[src/sv/lts_pkg.sv]
// Package: shared constants, types and date tables for the log timestamp scanner.
package lts_pkg;

  localparam int WinLen  = 19;
  localparam int FracMax = 6;

  localparam logic [7:0] ChDash   = 8'h2d;
  localparam logic [7:0] ChSpace  = 8'h20;
  localparam logic [7:0] ChColon  = 8'h3a;
  localparam logic [7:0] ChDot    = 8'h2e;
  localparam logic [7:0] ChZero   = 8'h30;
  localparam logic [7:0] ChNine   = 8'h39;

  localparam logic signed [20:0] EpochDays = 21'sd719468;

  typedef logic [7:0] byte_t;

  typedef struct packed {
    logic                ok;
    logic [6:0]          yr_hi;
    logic [6:0]          yr_lo;
    logic signed [20:0]  day_adj;
    logic [4:0]          hour;
    logic [5:0]          minute;
    logic [5:0]          second;
  } date_info_t;

  function automatic logic [4:0] month_days(input logic [6:0] mo, input logic leap);
    logic [4:0] r;
    r = 5'd31;
    case (mo)
      7'd2:    r = leap ? 5'd29 : 5'd28;
      7'd4:    r = 5'd30;
      7'd6:    r = 5'd30;
      7'd9:    r = 5'd30;
      7'd11:   r = 5'd30;
      default: r = 5'd31;
    endcase
    return r;
  endfunction

  // days before the month, year counted from March
  function automatic logic [8:0] month_base(input logic [6:0] mo);
    logic [8:0] r;
    r = 9'd0;
    case (mo)
      7'd3:    r = 9'd0;
      7'd4:    r = 9'd31;
      7'd5:    r = 9'd61;
      7'd6:    r = 9'd92;
      7'd7:    r = 9'd122;
      7'd8:    r = 9'd153;
      7'd9:    r = 9'd184;
      7'd10:   r = 9'd214;
      7'd11:   r = 9'd245;
      7'd12:   r = 9'd275;
      7'd1:    r = 9'd306;
      7'd2:    r = 9'd337;
      default: r = 9'd0;
    endcase
    return r;
  endfunction

  function automatic logic [19:0] frac_scale(input logic [2:0] digits);
    logic [19:0] r;
    r = 20'd0;
    case (digits)
      3'd0:    r = 20'd1000000;
      3'd1:    r = 20'd100000;
      3'd2:    r = 20'd10000;
      3'd3:    r = 20'd1000;
      3'd4:    r = 20'd100;
      3'd5:    r = 20'd10;
      3'd6:    r = 20'd1;
      default: r = 20'd0;
    endcase
    return r;
  endfunction

endpackage

[src/sv/lts_if.sv]
// Interfaces: text byte input channel and timestamp result channel.
interface lts_in_if;
  logic       valid;
  logic       ready;
  logic [7:0] text_byte;
  logic       line_end;
  modport source (output valid, text_byte, line_end, input ready);
  modport sink (input valid, text_byte, line_end, output ready);
endinterface

interface lts_out_if;
  logic               valid;
  logic               ready;
  logic               found;
  logic signed [58:0] timestamp_us;
  modport source (output valid, found, timestamp_us, input ready);
  modport sink (input valid, found, timestamp_us, output ready);
endinterface

[src/sv/lts_date_check.sv]
// Date check: window shape, field validity and day-count terms.
module lts_date_check (
  input  lts_pkg::byte_t      win [lts_pkg::WinLen],
  output lts_pkg::date_info_t info
);
  import lts_pkg::*;

  logic [3:0]  dg [WinLen];
  logic [WinLen-1:0] isd;
  logic        shape, alldig, leap, early;
  logic [6:0]  yh, yl, mo, dd, hh, mi, ss, h_adj, l_adj;
  logic signed [20:0] adj;

  always_comb begin
    for (int i = 0; i < WinLen; i++) begin
      isd[i] = (win[i] >= ChZero) && (win[i] <= ChNine);
      dg[i]  = 4'(win[i] - ChZero);
    end
    shape = (win[4] == ChDash) && (win[7] == ChDash) && (win[10] == ChSpace) &&
            (win[13] == ChColon) && (win[16] == ChColon);
    alldig = isd[0] && isd[1] && isd[2] && isd[3] && isd[5] && isd[6] && isd[8] &&
             isd[9] && isd[11] && isd[12] && isd[14] && isd[15] && isd[17] && isd[18];
    yh = 7'(dg[0]) * 7'd10 + 7'(dg[1]);
    yl = 7'(dg[2]) * 7'd10 + 7'(dg[3]);
    mo = 7'(dg[5]) * 7'd10 + 7'(dg[6]);
    dd = 7'(dg[8]) * 7'd10 + 7'(dg[9]);
    hh = 7'(dg[11]) * 7'd10 + 7'(dg[12]);
    mi = 7'(dg[14]) * 7'd10 + 7'(dg[15]);
    ss = 7'(dg[17]) * 7'd10 + 7'(dg[18]);
    leap = (yl != 7'd0) ? (yl[1:0] == 2'd0) : (yh[1:0] == 2'd0);
    early = (mo <= 7'd2);
    h_adj = yh;
    l_adj = yl;
    if (early) begin
      if (yl == 7'd0) begin
        h_adj = yh - 7'd1;
        l_adj = 7'd99;
      end else begin
        l_adj = yl - 7'd1;
      end
    end
    adj = 21'(h_adj) * 21'sd24 + 21'(h_adj >> 2) + 21'(l_adj >> 2) +
          21'(month_base(mo)) + 21'(dd) - 21'sd1 - EpochDays;
    info.ok = shape && alldig && ((yh != 7'd0) || (yl != 7'd0)) &&
              (mo >= 7'd1) && (mo <= 7'd12) && (dd >= 7'd1) &&
              (dd <= 7'(month_days(mo, leap))) && (hh <= 7'd23) &&
              (mi <= 7'd59) && (ss <= 7'd59);
    info.yr_hi   = h_adj;
    info.yr_lo   = l_adj;
    info.day_adj = adj;
    info.hour    = hh[4:0];
    info.minute  = mi[5:0];
    info.second  = ss[5:0];
  end

endmodule

[src/sv/lts_mac.sv]
// Shared multiply-add unit: acc * k + add.
module lts_mac (
  input  logic signed [63:0] acc,
  input  logic [9:0]         k,
  input  logic signed [20:0] add,
  output logic signed [63:0] res
);
  logic signed [74:0] prod;

  assign prod = acc * $signed({1'b0, k});
  assign res  = prod[63:0] + 64'(add);

endmodule

[src/sv/log_timestamp_scanner_unit.sv]
// Top level: log timestamp scanner, byte window search and date conversion.
//
//   channel     dir  payload                     request
//   text_in     in   text_byte[7:0], line_end    one text byte
//   result_out  out  found, timestamp_us[58:0]   one result per line
//
// A byte is taken in the idle state; when the window is full and searching, a check step follows it.
// A matching window then runs the conversion steps on the shared multiply-add unit.
// The last byte of a line leads to a result step that forms the result.
// Synchronous reset clears the line state; no clearing pass.
// A stalled result holds the block in its result step only.
module log_timestamp_scanner_unit (
  input  logic clk,
  input  logic rst,
  lts_in_if.sink    text_in,
  lts_out_if.source result_out
);
  import lts_pkg::*;

  typedef enum logic [1:0] {S_IDLE, S_CHECK, S_CONV, S_FIN} state_t;
  typedef enum logic [1:0] {PH_SEARCH, PH_MATCHED, PH_FRACTION, PH_DONE} phase_t;

  state_t              state;
  phase_t              phase;
  byte_t               window [WinLen];
  logic [4:0]          count;
  logic [2:0]          fdig;
  logic [19:0]         fval;
  logic signed [63:0]  acc;
  logic [2:0]          step;
  logic                pend_last;
  date_info_t          info;
  logic [9:0]          mk;
  logic signed [20:0]  madd;
  logic signed [63:0]  mres;
  logic [39:0]         pad;
  logic signed [63:0]  total;
  logic                accept, is_dig;
  logic [4:0]          count_next;

  lts_date_check u_date (.win(window), .info(info));
  lts_mac u_mac (.acc(acc), .k(mk), .add(madd), .res(mres));

  assign text_in.ready = (state == S_IDLE);
  assign accept = text_in.valid && text_in.ready;
  assign is_dig = (text_in.text_byte >= ChZero) && (text_in.text_byte <= ChNine);
  assign count_next = (count < 5'(WinLen)) ? count + 5'd1 : count;
  assign pad = fval * frac_scale(fdig);
  assign total = acc + 64'(pad);

  always_comb begin
    mk = 10'd0;
    madd = 21'sd0;
    case (step)
      3'd0: begin mk = 10'd0;    madd = 21'(info.yr_hi); end
      3'd1: begin mk = 10'd100;  madd = 21'(info.yr_lo); end
      3'd2: begin mk = 10'd365;  madd = info.day_adj; end
      3'd3: begin mk = 10'd24;   madd = 21'(info.hour); end
      3'd4: begin mk = 10'd60;   madd = 21'(info.minute); end
      3'd5: begin mk = 10'd60;   madd = 21'(info.second); end
      default: begin mk = 10'd1000; madd = 21'sd0; end
    endcase
  end

  always_ff @(posedge clk) begin
    if (rst) begin
      state <= S_IDLE;
      phase <= PH_SEARCH;
      count <= 5'd0;
      fdig <= 3'd0;
      fval <= 20'd0;
      acc <= 64'sd0;
      step <= 3'd0;
      pend_last <= 1'b0;
      result_out.valid <= 1'b0;
      result_out.found <= 1'b0;
      result_out.timestamp_us <= 59'sd0;
      for (int i = 0; i < WinLen; i++) window[i] <= 8'd0;
    end else begin
      if (result_out.valid && result_out.ready && state != S_FIN)
        result_out.valid <= 1'b0;
      case (state)
        S_IDLE: begin
          if (accept) begin
            pend_last <= text_in.line_end;
            state <= (phase == PH_SEARCH && count_next >= 5'(WinLen)) ? S_CHECK :
                     (text_in.line_end ? S_FIN : S_IDLE);
            case (phase)
              PH_SEARCH: begin
                for (int i = 0; i < WinLen - 1; i++) window[i] <= window[i+1];
                window[WinLen-1] <= text_in.text_byte;
                count <= count_next;
              end
              PH_MATCHED: phase <= (text_in.text_byte == ChDot) ? PH_FRACTION : PH_DONE;
              PH_FRACTION: begin
                if (fdig < 3'(FracMax) && is_dig) begin
                  fval <= 20'(fval * 20'd10) + 20'(text_in.text_byte - ChZero);
                  fdig <= fdig + 3'd1;
                  if (fdig + 3'd1 >= 3'(FracMax)) phase <= PH_DONE;
                end else begin
                  phase <= PH_DONE;
                end
              end
              default: ;
            endcase
          end
        end
        S_CHECK: begin
          if (info.ok) begin
            phase <= PH_MATCHED;
            acc <= 64'sd0;
            step <= 3'd0;
            state <= S_CONV;
          end else begin
            state <= pend_last ? S_FIN : S_IDLE;
          end
        end
        S_CONV: begin
          acc <= mres;
          step <= step + 3'd1;
          if (step == 3'd7) state <= pend_last ? S_FIN : S_IDLE;
        end
        S_FIN: begin
          if (!result_out.valid || result_out.ready) begin
            result_out.valid <= 1'b1;
            result_out.found <= (phase != PH_SEARCH);
            result_out.timestamp_us <= (phase != PH_SEARCH) ? total[58:0] : 59'sd0;
            for (int i = 0; i < WinLen; i++) window[i] <= 8'd0;
            count <= 5'd0;
            phase <= PH_SEARCH;
            fdig <= 3'd0;
            fval <= 20'd0;
            acc <= 64'sd0;
            state <= S_IDLE;
          end
        end
        default: state <= S_IDLE;
      endcase
    end
  end

  a_zero_when_missing: assert property (@(posedge clk) disable iff (rst)
    (result_out.valid && !result_out.found) |-> (result_out.timestamp_us == 59'sd0))
    else $error("timestamp not zero without a match");

  a_result_needs_line_end: assert property (@(posedge clk) disable iff (rst)
    (text_in.valid && text_in.ready && !text_in.line_end) |=> !$rose(result_out.valid))
    else $error("result raised without a line end");

  a_conv_quiet_input: assert property (@(posedge clk) disable iff (rst)
    (state == S_CONV && step != 3'd7) |=> (state == S_CONV && !text_in.ready))
    else $error("conversion sequence cut short");

endmodule

[src/flat_wrapper.sv]
// flat-port wrapper written by rule: the top's interface ports become plain ports
module log_timestamp_scanner_unit_flat import lts_pkg::*;
  (clk, rst, text_in_valid, text_in_text_byte, text_in_line_end, text_in_ready, result_out_valid, result_out_found, result_out_timestamp_us, result_out_ready);
  lts_in_if text_in_i ();
  lts_out_if result_out_i ();
  input  logic clk;
  input  logic rst;
  input wire logic [$bits(text_in_i.valid)-1:0] text_in_valid;
  input wire logic [$bits(text_in_i.text_byte)-1:0] text_in_text_byte;
  input wire logic [$bits(text_in_i.line_end)-1:0] text_in_line_end;
  output wire logic [$bits(text_in_i.ready)-1:0] text_in_ready;
  output wire logic [$bits(result_out_i.valid)-1:0] result_out_valid;
  output wire logic [$bits(result_out_i.found)-1:0] result_out_found;
  output wire logic [$bits(result_out_i.timestamp_us)-1:0] result_out_timestamp_us;
  input wire logic [$bits(result_out_i.ready)-1:0] result_out_ready;
  assign text_in_i.valid = text_in_valid;
  assign text_in_i.text_byte = text_in_text_byte;
  assign text_in_i.line_end = text_in_line_end;
  assign text_in_ready = text_in_i.ready;
  assign result_out_valid = result_out_i.valid;
  assign result_out_found = result_out_i.found;
  assign result_out_timestamp_us = result_out_i.timestamp_us;
  assign result_out_i.ready = result_out_ready;
  log_timestamp_scanner_unit u_core (.clk(clk), .rst(rst), .text_in(text_in_i), .result_out(result_out_i));
endmodule
[config.mk]
export PLATFORM = sky130hd
export DESIGN_NAME = log_timestamp_scanner_unit_flat
export DESIGN_NICKNAME = d
export VERILOG_FILES = /design/src/sv/lts_pkg.sv /design/src/sv/lts_if.sv /design/src/sv/lts_date_check.sv /design/src/sv/lts_mac.sv /design/src/sv/log_timestamp_scanner_unit.sv /design/src/flat_wrapper.sv
export SDC_FILE = /design/constraint.sdc
export NUM_CORES = 2
export LEC_CHECK = 0
export ABC_AREA = 1
export BUFFER_PORTS_ARGS = -buffer_cell sky130_fd_sc_hd__buf_2
export CAP_MARGIN = 20
export CORE_MARGIN = 4
export CORE_UTILIZATION = 70
export DETAILED_ROUTE_END_ITERATION = 7
export HOLD_SLACK_MARGIN = 0.08
export PLACE_DENSITY = 0.87
export SYNTH_ARGS = -nofsm -noshare
export SYNTH_HDL_FRONTEND = slang
export SYNTH_SLANG_ARGS = --single-unit
[constraint.sdc]
create_clock -name clk -period 19.5 [get_ports clk]
set_clock_uncertainty 0.2 [all_clocks]
set_input_delay 2.925 -clock clk [delete_from_list [all_inputs] [get_ports clk]]
set_output_delay 2.925 -clock clk [all_outputs]
set_load 0.02 [all_outputs]
Word level (Yosys, flattened, before mapping)
Memories as Yosys holds them, arrays and structs flattened.
Index checks and enable logic that the tools add are counted.
{"block": "totals", "reg_bits": 313, "mem_bits_ro": 144, "inputBits": 13, "out_inout_bits": 62, "word_cells": 286, "n_memories": 1}
{"name": "(name not given)", "words": 16, "word_bits": 9, "rd": 1, "rd_ports_with_merged_regs": 0, "write_ports": 0, "line": "lts_pkg.sv:46", "text": "case (mo)"}
{"block": "op_classes", "n_addsub": 36, "mul": 11, "order_cmp": 42, "n_eq_ne": 38, "n_mux": 54, "reduce_logical": 74}
{"cell": "$mux 152", "n": 3}
{"cell": "$pmux 152 s2", "n": 1}
{"cell": "$pmux 64 s3", "n": 1}
{"cell": "$pmux 20 s7", "n": 1}
{"cell": "$mux 64", "n": 2}
{"cell": "$pmux 21 s6", "n": 1}
{"cell": "$ge 8x6->1 const B", "n": 15}
{"cell": "$le 8x6->1 const B", "n": 15}
{"cell": "$mux 20", "n": 4}
{"cell": "$add 64x64->64", "n": 1}
{"cell": "$mul 64x11->64", "n": 1}
{"cell": "$add 59x40->59", "n": 1}
{"cell": "$mux 59", "n": 1}
{"cell": "$sub 4x1->4 const B", "n": 14}
{"cell": "$pmux 10 s5", "n": 1}
{"cell": "$add 7x4->7", "n": 7}
{"cell": "$eq 8x6->1 const B", "n": 6}
{"cell": "$logic_and 1x1->1", "n": 46}
{"cell": "$mul 4x3->6 const B", "n": 7}
{"cell": "$mul 20x20->40", "n": 1}
{"cell": "$pmux 20 s2", "n": 1}
{"cell": "$mux 7", "n": 4}
{"cell": "$mux 2", "n": 11}
{"cell": "$sub 21x20->21 const B", "n": 1}
{"cell": "other kinds (58)", "n": 109}

Logic depth before layout (Yosys ltp)
{"block": "depth", "ltp_word": 26, "depth_mapped": 68, "depth_no_buf": 67}

By module
From an unflattened synthesis, not the netlist that was laid out.
{"block": "hier_totals", "cells_unflattened": 7927, "hier_area_um2": 56068.8}
{"module": "log_timestamp_scanner_unit", "n_inst": 1, "cells_per_inst": 4022, "area_per_inst_um2": 28873.9, "seq_area_each_um2": 6266.0}
{"module": "lts_mac", "n_inst": 1, "cells_per_inst": 3190, "area_per_inst_um2": 22360.2, "seq_area_each_um2": 0.0}
{"module": "lts_date_check", "n_inst": 1, "cells_per_inst": 715, "area_per_inst_um2": 4834.6, "seq_area_each_um2": 0.0}

Least setup slack after synthesis
Ideal clock, no wire load.
{"block": "synth_path", "path_type": "reg2reg", "start": "reg u_core.window[105] (netlist bit)", "end": "reg u_core.acc[46]", "setup_ns": 0.132, "arrival_ns": 10.296, "t_required_ns": 19.168, "slack_ns": 8.871, "stages_incl_launch_ff": 60, "n_path_buf": 1, "synth_period_minus_slack_ns": 10.629, "path_cell_list": "dfxtp_1 ha_1 ha_1 fa_1 nand2_1 inv_1 nand3_1 nand2_1 nand2_1 nand2_2 and2_4 nand2_4 nand2_2 buf_6 inv_4 nor2_4 nand2_4 xor2_1 (+24 left out) fa_1 inv_1 fa_1 fa_1 inv_1 ha_1 nand2_1 nor2_1 inv_1 nor4_1 nand2_1 nand3_1 a21oi_1 o21ai_0 a21oi_1 or2_2 nand3_1 a21oi_1"}
{"block": "synth_between", "elab_chain_len": 23, "elab_cells_between_ends": 53, "cone_classes": "9 x add/sub; 2 x mul; 6 x order compare; 6 x eq/ne; 6 x mux; 23 x reduce/logical; 1 x memory"}
{"item": "start, declared", "line": "log_timestamp_scanner_unit.sv:25", "text": "byte_t window [WinLen];"}
{"item": "start signal, assigned by index", "line": "log_timestamp_scanner_unit.sv:91", "text": "window[WinLen-1] <= text_in.text_byte;"}
{"item": "parallel branches: the longest is 23 deep, another holds $sub 21x20->21"}
{"item": "end signal, assigned", "line": "log_timestamp_scanner_unit.sv:119", "text": "acc <= mres;"}
{"item": "end, declared", "line": "log_timestamp_scanner_unit.sv:29", "text": "logic signed [63:0] acc;"}
Several ways; the timed one is not identified.
A chain may end at the register's enable or synchronous reset.

Worst setup path after layout
Same ends and word-level chain as after synthesis.

==> flow_metrics.env <==
export IMPL_syn_cell_area_sq_um=49000
export IMPL_dpl_cell_area_sq_um=50100
export IMPL_drt_iter0_markers=4171
export IMPL_synth_edf_count=0
export IMPL_cap_viol_max_count=0
export IMPL_pre_cts_ws_ns=7.82
export IMPL_intPower_mw=1.51
export IMPL_cts_root_buffer_cell="clkbuf_16"
export IMPL_gr_usage_all_layers_pct=40.4
export IMPL_crit_top_cell="nand2_1"
export IMPL_cts_buffer_depth=3
export IMPL_endpoint_kind="register"
export IMPL_crit_family="adder cells"
export IMPL_yosys_warnings=0
export IMPL_ir_drop_mv=0.0726
export IMPL_firstDrtPassIters=8
export IMPL_slowest_delay_ns=0.59
export IMPL_grt_pass1_wl_mm=238
export IMPL_tns_ns=0
export IMPL_seqPwrFrac_pct=25.3
export IMPL_drive_gt1_share_pct=4.29
export IMPL_dp_cells=7319
export IMPL_grt_max_degree=150
export IMPL_wl_met2_mm=67.0
export IMPL_cts_setup_buffers=0
export IMPL_syn_area_per_cell_sq_um=7.58
export IMPL_power_frac_clock_pct=28.6
export IMPL_setup_violations_final=0
export IMPL_rows=96
export IMPL_path_class="reg -> reg"
export IMPL_status="finished, final reports clean"
export IMPL_clk_pin_slew_ns=0.06
export IMPL_synth_cell_types=67
export IMPL_worst_pin_slew_ns=1.15
export IMPL_totalWireLength_mm=147
export IMPL_cp_required_ns=19.75
export IMPL_crit_slowest_cell="fa_1"
export IMPL_synth_top_area_cell="fa_1"
export IMPL_postRouteAntennaNets=0
export IMPL_cts_resized=0
export IMPL_place_hpwl_mm=116
export IMPL_critPathLaunchType="register"
export IMPL_holdWs_ns=0.260
export IMPL_p_sw_share_pct=46.1
export IMPL_overflow=0
export IMPL_area_delta_synth_final_pct=5.10
export IMPL_arrival_ns=12.06
export IMPL_h_tree_depth=2
export IMPL_fin_nets=7719
export IMPL_drc=0
export IMPL_grt_setup_unrepaired="false"
export IMPL_port_buffers=74
export IMPL_p_per_area_nw_per_um2=54.2
export IMPL_ys_flop_type="dfxtp_1"
export IMPL_min_period_over_period_pct=60.6
export IMPL_finalCriticalPeriod_ns=11.81
export IMPL_avgRoutedWirePerCell_um=19.9
export IMPL_dieArea_sq_um=74300
export IMPL_layout_common_cells="inv_1, nand2_1, fa_1, nor2_1, a21oi_1"
export IMPL_switching_power_mw=1.29
export IMPL_relSlewSlack_pct=23.5
export IMPL_vias_per_cell=5.84
export IMPL_yosysSeqAreaShare_pct=12.6
export IMPL_critPathBufInv=8
export IMPL_dr_wl_met3_mm=17.0
export IMPL_crit_fanout=11
export IMPL_antenna_found_initial=2
export IMPL_postCtsHoldBufs=0
export IMPL_numCtsBuffers=39
export IMPL_ys_seq_elements=308
export IMPL_p_comb_share_pct=46.1
export IMPL_synthTopCellsByArea="fa_1, ha_1, dfxtp_1"
export IMPL_final_area_sq_um=51500
export IMPL_holdCritPathClass="reg -> reg"
export IMPL_vias=43200
export IMPL_leakagePower_nw=24.7
export IMPL_fmax_mhz=84.7
export IMPL_clk_insertion_delay_late_ns=0.61
export IMPL_grt_pass1_vias=45000
export IMPL_async_flop_share_pct=0
export IMPL_utilization_pct=74.7
export IMPL_postSynthCellCount=6467
export IMPL_synth_top_area_share_pct=31.2
export IMPL_p_total_mw=2.79
export IMPL_die_x_um=273
export IMPL_stdcell_count=7392
export IMPL_place_gp_congestion=1.03
export IMPL_ios=75
export IMPL_coreArea_sq_um=68900
export IMPL_tritoncts="done"
export IMPL_dr_max_layer_used="met5"
export IMPL_final_common_cell="inv_1"
export IMPL_report_final_slew_viol_count=0
export IMPL_synth_fp_nets=7756
export IMPL_cts_sinks=308
export IMPL_die_height_um=273
export IMPL_hold_violations=0
export IMPL_drt_met1_wl_mm=55.1
export IMPL_setup_ws_ns=7.69
export IMPL_initial_utilization_pct=71.1
[synth_stat cells (all sizes together), types with 11 or more instances]
master and number:
nor2 604, nor4 17, clkbuf 158, fa 763, or2 36, nor3 51, o211ai 11, xor2 61
a21o 17, ha 513, nand4 39, o221ai 13, a31oi 35, buf 29, o21ai 184, xnor2 32
a21oi 547, nand2 1361, inv 1420, o21bai 17, dfxtp 308, nand3 166
[path summary, 6_finish.rpt]
kind	startpoint	to	slack, ns	cells after the start
worst min register to register	u_core.result_out.timestamp_us[0]	u_core.result_out.timestamp_us[0]	0.26	2
worst min-delay path	u_core.result_out.timestamp_us[0]	u_core.result_out.timestamp_us[0]	0.26	2
worst max register to register	u_core.window[105]	u_core.acc[46]	7.69	58
worst max-delay path	u_core.window[105]	u_core.acc[46]	7.69	58
[power groups by stage]
stage                     Combinational, mW  Clock, mW  Sequential [mW]
after global routing                   1.44      0.830            0.707
after global placement                 1.21          0            0.715
final                                  1.29      0.799            0.706
after CTS                              1.26      0.805            0.702
after floorplan                       0.915          0            0.689
after detailed placement               1.25          0            0.715
[layout make-up]
class / instances / area, sq um
clock buffer: 49 / 1050
sequential: 308 / 6170
inverter: 1430 / 5380
antenna: 3 / 7.51
fill: 5337 / 17400
timing repair buffer: 109 / 643
multi-input combinational: 4542 / 36800
clock inverter: 20 / 319
tap: 931 / 1160
[registers in the layout (all words and copies together) (netlist names)]
| signal | count |
|---|---|
| u_core.result_out.found | 1 |
| u_core.fval | 20 |
| u_core.state | 2 |
| u_core.phase | 2 |
| u_core.fdig | 3 |
| u_core.count | 5 |
| u_core.result_out.timestamp_us | 59 |
| u_core.pend_last | 1 |
| u_core.result_out.valid | 1 |
| u_core.step | 3 |
| u_core.window | 152 |
| u_core.acc | 59 |
[worst reg2reg max path: cells and delay by family (launching register included)]
kind	cells	cell delay, ns
xor+xnor	1	0.34
buf+inv	8	0.51
fa+ha+maj	13	5.32
simple gates	31	3.94
flops	1	0.43
compound gates	5	0.88
[cell families (layout without fill, tap and decap cells)]
group | count (synthesis) | count (layout) | share of synthesized area [%]
compound gates | 881 | 881 | 9.84
buf+inv | 1617 | 1608 | 12.5
fa+ha+maj | 1276 | 1276 | 44.3
flops | 308 | 308 | 12.6
other cells | 0 | 3 | 0
simple gates | 2292 | 2292 | 19.1
xor+xnor | 93 | 93 | 1.72
[per-layer routing]
layer,global-route usage (%),vias up
met2,65.4,2276
met1,50.8,20600
met5,0,-
met4,17.8,2
met3,11.9,539
li1,-,19800
Power figures use the tool's default switching activity.
